==> src/sv/sbf_pkg.sv <==
package sbf_pkg;

	localparam int WORD_BITS_DEF = 8;
	localparam int BYTE_W = 8;
	localparam int QDEPTH = 2;

	localparam logic [1:0] OP_FULL  = 2'd0;
	localparam logic [1:0] OP_WRITE = 2'd1;
	localparam logic [1:0] OP_READ  = 2'd2;

	typedef struct packed {
		logic [1:0]        op;
		logic [BYTE_W-1:0] tx_byte;
		logic [BYTE_W-1:0] miso_bits;
		logic              open_frame;
		logic              close_frame;
	} in_item_t;

	typedef struct packed {
		logic              csn_level;
		logic              sck_level;
		logic              mosi_level;
		logic [BYTE_W-1:0] rx_byte;
		logic              last;
	} out_item_t;

	typedef struct packed {
		logic              drive;
		logic              sample;
		logic              open_frame;
		logic              close_frame;
		logic [BYTE_W-1:0] tx_byte;
		logic [BYTE_W-1:0] miso_bits;
	} cmd_t;

	// bit positions at or above the byte width read as zero
	function automatic logic bit_sel(input logic [BYTE_W-1:0] v, input logic [31:0] i);
		logic r;
		r = 1'b0;
		if (i < 32'(BYTE_W)) begin
			r = v[i[$clog2(BYTE_W)-1:0]];
		end
		return r;
	endfunction

	function automatic logic [BYTE_W-1:0] bit_set(input logic [BYTE_W-1:0] v,
			input logic [31:0] i, input logic b);
		logic [BYTE_W-1:0] r;
		r = v;
		if (i < 32'(BYTE_W)) begin
			r[i[$clog2(BYTE_W)-1:0]] = v[i[$clog2(BYTE_W)-1:0]] | b;
		end
		return r;
	endfunction

endpackage

==> src/sv/sbf_front.sv <==
module sbf_front import sbf_pkg::*; (
	input  logic     clk,
	input  logic     arst_n,
	input  logic     in_valid,
	output logic     in_ready,
	input  in_item_t in_data,
	output logic     cmd_valid,
	output cmd_t     cmd,
	input  logic     pop
);

	localparam int PW = (QDEPTH > 1) ? $clog2(QDEPTH) : 1;
	localparam int CW = $clog2(QDEPTH + 1);

	cmd_t          slot_q [QDEPTH];
	logic [PW-1:0] wr_ptr_q;
	logic [PW-1:0] rd_ptr_q;
	logic [CW-1:0] cnt_q;
	cmd_t          cmd_in;
	logic          push;

	assign in_ready  = (cnt_q != CW'(QDEPTH));
	assign push      = in_valid && in_ready;
	assign cmd_valid = (cnt_q != '0);
	assign cmd       = slot_q[rd_ptr_q];

	always_comb begin
		cmd_in.drive       = (in_data.op != OP_READ);
		cmd_in.sample      = (in_data.op != OP_WRITE);
		cmd_in.open_frame  = in_data.open_frame;
		cmd_in.close_frame = in_data.close_frame;
		cmd_in.tx_byte     = in_data.tx_byte;
		cmd_in.miso_bits   = in_data.miso_bits;
	end

	always_ff @(posedge clk) begin
		if (push) begin
			slot_q[wr_ptr_q] <= cmd_in;
		end
	end

	always_ff @(posedge clk or negedge arst_n) begin
		if (!arst_n) begin
			wr_ptr_q <= '0;
			rd_ptr_q <= '0;
			cnt_q    <= '0;
		end else begin
			if (push) begin
				wr_ptr_q <= (wr_ptr_q == PW'(QDEPTH - 1)) ? '0 : wr_ptr_q + 1'b1;
			end
			if (pop) begin
				rd_ptr_q <= (rd_ptr_q == PW'(QDEPTH - 1)) ? '0 : rd_ptr_q + 1'b1;
			end
			if (push && !pop) begin
				cnt_q <= cnt_q + 1'b1;
			end else if (pop && !push) begin
				cnt_q <= cnt_q - 1'b1;
			end
		end
	end

endmodule

==> src/sv/sbf_back.sv <==
module sbf_back import sbf_pkg::*; #(
	parameter int WORD_BITS = WORD_BITS_DEF
) (
	input  logic      clk,
	input  logic      arst_n,
	input  logic      cmd_valid,
	input  cmd_t      cmd,
	output logic      pop,
	output logic      out_valid,
	input  logic      out_ready,
	output out_item_t out_data
);

	localparam int IW = (WORD_BITS > 1) ? $clog2(WORD_BITS) : 1;
	localparam logic [IW-1:0] IDX_TOP = IW'(WORD_BITS - 1);

	localparam logic [2:0] PH_START = 3'd0;
	localparam logic [2:0] PH_OPEN  = 3'd1;
	localparam logic [2:0] PH_HI    = 3'd2;
	localparam logic [2:0] PH_LO    = 3'd3;
	localparam logic [2:0] PH_CLOSE = 3'd4;

	logic [2:0]        phase_q, phase_d, eff_phase;
	logic [IW-1:0]     idx_q, idx_d;
	logic              csn_q, csn_d;
	logic              mosi_q, mosi_d;
	logic [BYTE_W-1:0] rx_q, rx_d;
	logic              out_valid_q;
	out_item_t         out_q, res;
	logic              advance;
	logic              pop_c;
	logic              bit_tx;
	logic              bit_rx;

	assign advance   = cmd_valid && (!out_valid_q || out_ready);
	assign pop       = advance && pop_c;
	assign out_valid = out_valid_q;
	assign out_data  = out_q;
	assign bit_tx    = bit_sel(cmd.tx_byte, 32'(idx_q));
	assign bit_rx    = bit_sel(cmd.miso_bits, 32'(idx_q));

	always_comb begin
		eff_phase = phase_q;
		if (phase_q == PH_START) begin
			eff_phase = cmd.open_frame ? PH_OPEN : PH_HI;
		end
		phase_d        = phase_q;
		idx_d          = idx_q;
		csn_d          = csn_q;
		mosi_d         = mosi_q;
		rx_d           = rx_q;
		pop_c          = 1'b0;
		res.csn_level  = csn_q;
		res.sck_level  = 1'b0;
		res.mosi_level = mosi_q;
		res.rx_byte    = '0;
		res.last       = 1'b0;
		unique case (eff_phase)
			PH_OPEN: begin
				csn_d         = 1'b0;
				res.csn_level = 1'b0;
				idx_d         = IDX_TOP;
				phase_d       = PH_HI;
			end
			PH_HI: begin
				if (cmd.drive) begin
					mosi_d = bit_tx;
				end
				res.mosi_level = mosi_d;
				res.sck_level  = 1'b1;
				if (cmd.sample) begin
					rx_d = bit_set(rx_q, 32'(idx_q), bit_rx);
				end
				phase_d = PH_LO;
			end
			PH_LO: begin
				if (idx_q == '0) begin
					if (cmd.close_frame) begin
						phase_d = PH_CLOSE;
					end else begin
						res.last    = 1'b1;
						res.rx_byte = rx_q;
						pop_c       = 1'b1;
						rx_d        = '0;
						idx_d       = IDX_TOP;
						phase_d     = PH_START;
					end
				end else begin
					idx_d   = idx_q - 1'b1;
					phase_d = PH_HI;
				end
			end
			PH_CLOSE: begin
				csn_d         = 1'b1;
				res.csn_level = 1'b1;
				res.last      = 1'b1;
				res.rx_byte   = rx_q;
				pop_c         = 1'b1;
				rx_d          = '0;
				idx_d         = IDX_TOP;
				phase_d       = PH_START;
			end
			default: begin
				phase_d = PH_START;
			end
		endcase
	end

	always_ff @(posedge clk) begin
		if (advance) begin
			out_q <= res;
		end
	end

	always_ff @(posedge clk or negedge arst_n) begin
		if (!arst_n) begin
			phase_q     <= PH_START;
			idx_q       <= IDX_TOP;
			csn_q       <= 1'b1;
			mosi_q      <= 1'b0;
			rx_q        <= '0;
			out_valid_q <= 1'b0;
		end else begin
			if (advance) begin
				phase_q     <= phase_d;
				idx_q       <= idx_d;
				csn_q       <= csn_d;
				mosi_q      <= mosi_d;
				rx_q        <= rx_d;
				out_valid_q <= 1'b1;
			end else if (out_ready) begin
				out_valid_q <= 1'b0;
			end
		end
	end

endmodule

==> src/sv/spi_master_byte_framer.sv <==
// An accepted item is queued, then its first pin beat is registered for output.
// Each item yields 2*WORD_BITS pin beats, plus one for each frame flag set
// (16 to 18 by default), one pin beat per cycle from the sequencer unless stalled.
// A two-entry queue takes the next item while the current one is clocked out.
// Reset: chip select high, MOSI low, queue and output register empty.
module spi_master_byte_framer import sbf_pkg::*; #(
	parameter int WORD_BITS = WORD_BITS_DEF
) (
	input  logic      clk,
	input  logic      arst_n,
	input  logic      in_valid,
	output logic      in_ready,
	input  in_item_t  in_data,
	output logic      out_valid,
	input  logic      out_ready,
	output out_item_t out_data
);

	logic cmd_valid;
	cmd_t cmd;
	logic pop;

	sbf_front u_front (
		.clk       (clk),
		.arst_n    (arst_n),
		.in_valid  (in_valid),
		.in_ready  (in_ready),
		.in_data   (in_data),
		.cmd_valid (cmd_valid),
		.cmd       (cmd),
		.pop       (pop)
	);

	sbf_back #(
		.WORD_BITS (WORD_BITS)
	) u_back (
		.clk       (clk),
		.arst_n    (arst_n),
		.cmd_valid (cmd_valid),
		.cmd       (cmd),
		.pop       (pop),
		.out_valid (out_valid),
		.out_ready (out_ready),
		.out_data  (out_data)
	);

	a_sck_not_last: assert property (@(posedge clk) disable iff (!arst_n)
		out_valid && out_data.sck_level |-> !out_data.last)
		else $error("sck high on final beat");

	a_rx_only_last: assert property (@(posedge clk) disable iff (!arst_n)
		out_valid && (out_data.rx_byte != '0) |-> out_data.last)
		else $error("received byte on non-final beat");

	a_pop_has_item: assert property (@(posedge clk) disable iff (!arst_n)
		pop |-> cmd_valid)
		else $error("pop from empty queue");

	a_pop_emits_last: assert property (@(posedge clk) disable iff (!arst_n)
		pop |=> out_valid && out_data.last)
		else $error("pop without final beat");

endmodule
==> config.mk <==
export PLATFORM = sky130hd
export DESIGN_NAME = spi_master_byte_framer
export DESIGN_NICKNAME = d
export VERILOG_FILES = /design/src/sv/sbf_pkg.sv /design/src/sv/sbf_front.sv /design/src/sv/sbf_back.sv /design/src/sv/spi_master_byte_framer.sv
export SDC_FILE = /design/constraint.sdc
export NUM_CORES = 1
export LEC_CHECK = 0
export ABC_AREA = 0
export BUFFER_PORTS_ARGS = -buffer_cell sky130_fd_sc_hd__buf_4
export CAP_MARGIN = 20
export CORE_MARGIN = 4
export CORE_UTILIZATION = 56
export DETAILED_ROUTE_END_ITERATION = 7
export GPL_TIMING_DRIVEN = 1
export PLACE_DENSITY = 0.77
export SYNTH_ARGS = -nofsm -noshare
export SYNTH_HDL_FRONTEND = slang
export SYNTH_SLANG_ARGS = --single-unit
==> constraint.sdc <==
create_clock -name clk -period 3.3 [get_ports clk]
set_input_delay 0.33 -clock clk [delete_from_list [all_inputs] [get_ports clk]]
set_output_delay 0.33 -clock clk [all_outputs]
set_load 0.01 [all_outputs]
==> impl_summary.txt <==
----------------------------------------------------
[Clocking]
  TritonCTS Buffers ... 9
  Clk Latency, worst-skew pair ... approximately 330 ps
  CTS tree ... built
  H-Tree Level Count ... 3
  Post-CTS Setup Repair Bufs ... 0
  Clk pin slew, worst setup/hold paths ... 70 ps
  Maximum buffer depth of the clock tree ... 2
  Sink count of the clock tree ... 73
  Cell at the root of the clock tree ... sky130_fd_sc_hd__clkbuf_8

[Worst setup path]
  Crit path launch type ... register
  Cell-by-cell listing of the critical path ... mux2i_1, o21ai_0, a2111o_1, a311o_1, o31ai_1
  Slowest Stage Delay on Critical Path ... 770 ps
  Max stage delay cell, worst path ... sky130_fd_sc_hd__dfrtp_1
  Type of the setup path with the least slack ... register to register
  Max Fanout on Critical Path ... 14
  Worst Reg2Reg Path Length in Cells ... 5
  Crit end category ... register
  Worst Path Arrival ... 2910 ps
  Required time reported for the critical path endpoint ... 3530 ps

[Power and ir drop]
  Switch share ... 0.323
  Logic gate share of total power ... 0.292
  Clk network pwr share ... 0.220
  Worst IR Drop VDD ... about 0.46 mV
  PwrDens ... approximately 820 nW/um2
  Int Pwr ... 2070 uW
  Switching power summed over all nets ... 992 uW
  Power share of the sequential group ... 0.487
  Static leakage power ... 0.00144 uW

[Global route]
  Number of antenna violations at the first check in global routing ... 0
  GRT Resource Usage Total ... 0.169
  Remaining Overflow, GRT ... 0
  Wire length of the first global-routing pass ... between 9 and 10 mm
  Pin count of the biggest net entering global routing ... 22
  Number of global-route vias before repair ... 1903

[Floorplan]
  Core region area ... 5510 um2
  Boundary Pins ... 38
  Initial Util ... 0.579
  Die area ... 6960 um2
  Site row count ... 27
  Vertical extent of the die ... 83.5 um
  Horizontal die dimension ... 83.5 um

[Detailed routing]
  DR WL/cell ... 15.5 um
  Antenna viol nets, final ... 0
  Detailed-route via count ... 1969
  Router iterations before antenna repair ... 4
  Number of design-rule violations left by the first detailed-router iteration ... 197
  Post-Route WL ... 5.49 mm
  DRC violation count after routing ... 0
  Vias/cell ... 5.55

[Timing]
  Post-route clock skew ... 4.64 ps
  Worst relative slew slack ... 0.385
  Hold Fails Final Rpt ... 0
  Final-report setup violation count ... 0
  Time the final worst path needs with I/O delays and setup ... 2680 ps
  Accumulated negative setup slack ... 0 ps
  Fin. max-slew vios ... 0
  Maximum clock rate ... 373 MHz
  Unrepaired setup endpoints after global routing ... no
  Worst-case hold slack ... around 180 ps
  Share of the cycle needed by the critical path after routing ... 0.812
  Transition time of the tightest slew-check pin ... 922 ps

[Synthesis]
  Dominant synthesized flop cell ... sky130_fd_sc_hd__edfxtp_1
  Share of flip-flops with an asynchronous set or reset after synthesis ... 0.288
  Synthesized instance count ... between 200 and 250
  Yosys reg bits ... 73
  Net count of the mapped netlist ... 264
  Count of cell types in the netlist ... 43
  Cell area after synthesis ... 3190 um2
  Number of warnings reported in the yosys synthesis log ... 0
  Average cell area after synthesis ... 13.5 um2
  Number of synthesized flops with an enable pin ... 52
  Sequential share of the synthesized area ... 0.656

[Placement]
  Placer's final routability congestion estimate ... 0.793
  Area post-placement ... 3520 um2
  Number of buffers added on ports ... 37
  Detailed-placement wirelength estimate ... slightly below 4 mm

[Status]
  Outcome ... completed

[Final layout]
  Finished Cell Area ... 3730 um2
  Area overhead of the layout relative to synthesis ... 17.0%
  Share of layout cells above drive strength 1 ... 0.247
  Antenna Diode Count ... 0
  Number of filler instances in the final layout ... 386
  Total Nets Final ... approximately 310

[Min path]
  Hold Path Stages ... 1
  Class of the tightest hold or removal check ... input port to register

[Flow run]
  Maxcap violations ... 0

----------------------------------------------------
[critical path, delay by kind of cell, from the launching register on]
family	cells	cell delay [ps]
DFF	1	770
muxes	1	410
AOI/OAI and AO/OA	4	1400
[path summary, 6_finish.rpt]
path                                         end        startpoint  slack (ps)
max                               u_back.rx_q[3]  u_front.rd_ptr_q         620
min                        u_front.slot_q[0][12]       in_data[14]         180
max reg2reg                       u_back.rx_q[3]  u_front.rd_ptr_q         620
min reg2reg                     u_back.out_valid  u_back.out_valid         510
max in group asynchronous           u_back.csn_q            arst_n        2620
min in group asynchronous       u_front.cnt_q[1]            arst_n         410
[placed cells by master, fill, tap and decap left out, types with 4 or more instances in the layout]
cell,instances
sky130_fd_sc_hd__a21o_1,6
sky130_fd_sc_hd__o21ai_0,10
sky130_fd_sc_hd__nor2_1,18
sky130_fd_sc_hd__mux4_2,4
sky130_fd_sc_hd__buf_4,39
sky130_fd_sc_hd__o22ai_1,8
sky130_fd_sc_hd__dfstp_2,4
sky130_fd_sc_hd__a21oi_1,14
sky130_fd_sc_hd__inv_1,12
sky130_fd_sc_hd__o31ai_1,4
sky130_fd_sc_hd__mux2i_1,11
sky130_fd_sc_hd__dfrtp_1,17
sky130_fd_sc_hd__nand2b_1,6
sky130_fd_sc_hd__clkbuf_8,10
sky130_fd_sc_hd__mux2_2,4
sky130_fd_sc_hd__edfxtp_1,52
sky130_fd_sc_hd__nor2b_1,10
sky130_fd_sc_hd__nand2_1,10
[cell families (layout without fill, tap and decap cells)]
logic type / count (synthesis) / in the layout / share of synthesized area
flip-flops: 73 / 73 / 0.656
multiplexers: 19 / 19 / 0.0769
adder cells (fa/ha/maj): 3 / 3 / 0.0118
AND/OR/NAND/NOR: 59 / 59 / 0.0969
XOR/XNOR: 5 / 5 / 0.0137
buffers and inverters: 22 / 68 / 0.0294
AO/OA/AOI/OAI: 56 / 56 / 0.115
[Yosys cell counts, drive strengths merged (6+ instances only)]
cell type	count	area share
edfxtp	52	0.49
nor2	18	0.021
dfrtp	17	0.13
a21oi	14	0.022
inv	12	0.014
mux2i	11	0.035
o21ai	11	0.017
nand2	10	0.012
nor2b	10	0.020
o22ai	8	0.016
a21o	6	0.014
clkbuf	6	0.0075
nand2b	6	0.012
[stage by stage]
step	instances	total power (uW)	worst slack, ps	utilization
2_1_floorplan	237	2110	476	-
3_3_place_gp	338	2380	735	0.640
3_5_place_dp	338	2420	651	0.640
4_1_cts	355	3090	616	0.677
5_1_grt	355	3260	402	0.677
6_report	355	3070	622	0.677
[routing by layer]
metal / global-route usage / vias up / part of all wire
met3: 0.0405 / 11 / 0.062
met2: 0.270 / 71 / 0.49
met1: 0.220 / 921 / 0.43
met4: 0.0775 / 0 / 0.020
met5: 0 / - / 0
li1: - / 966 / -
[registers in the layout, summed over array words and instances (netlist names)]
name              flops
u_front.slot_q       40
u_back.out_data      12
u_back.rx_q           8
u_back.idx_q          3
u_back.phase_q        3
u_front.cnt_q         2
u_back.csn_q          1
u_back.mosi_q         1
u_back.out_valid      1
u_front.rd_ptr_q      1
u_front.wr_ptr_q      1
[layout make-up]
class | instances | area, um2 | area share
clock buffer | 11 | 141 | 0.0379
clock inverter | 5 | 55.1 | 0.0148
inverter | 12 | 45.0 | 0.0121
multi-input combinational | 142 | 1000 | 0.269
sequential | 73 | 2090 | 0.561
tap | 72 | 90.1 | 0.0242
timing repair buffer | 40 | 303 | 0.0812
[what timing repair did]
item / in CTS / in global routing
hold buffers: 1 / 0
gates resized for setup: 0 / 0
endpoints found under the hold margin: 17 / 0
[power groups by stage]
stage	clock network, uW	registers [uW]	logic (uW)
after global routing	730	1530	1000
after CTS	687	1500	907
after detailed placement	0	1520	900
final	676	1490	896
after floorplan	0	1420	688
after global placement	0	1500	876
Note: power is estimated with default switching activity, not from simulation.
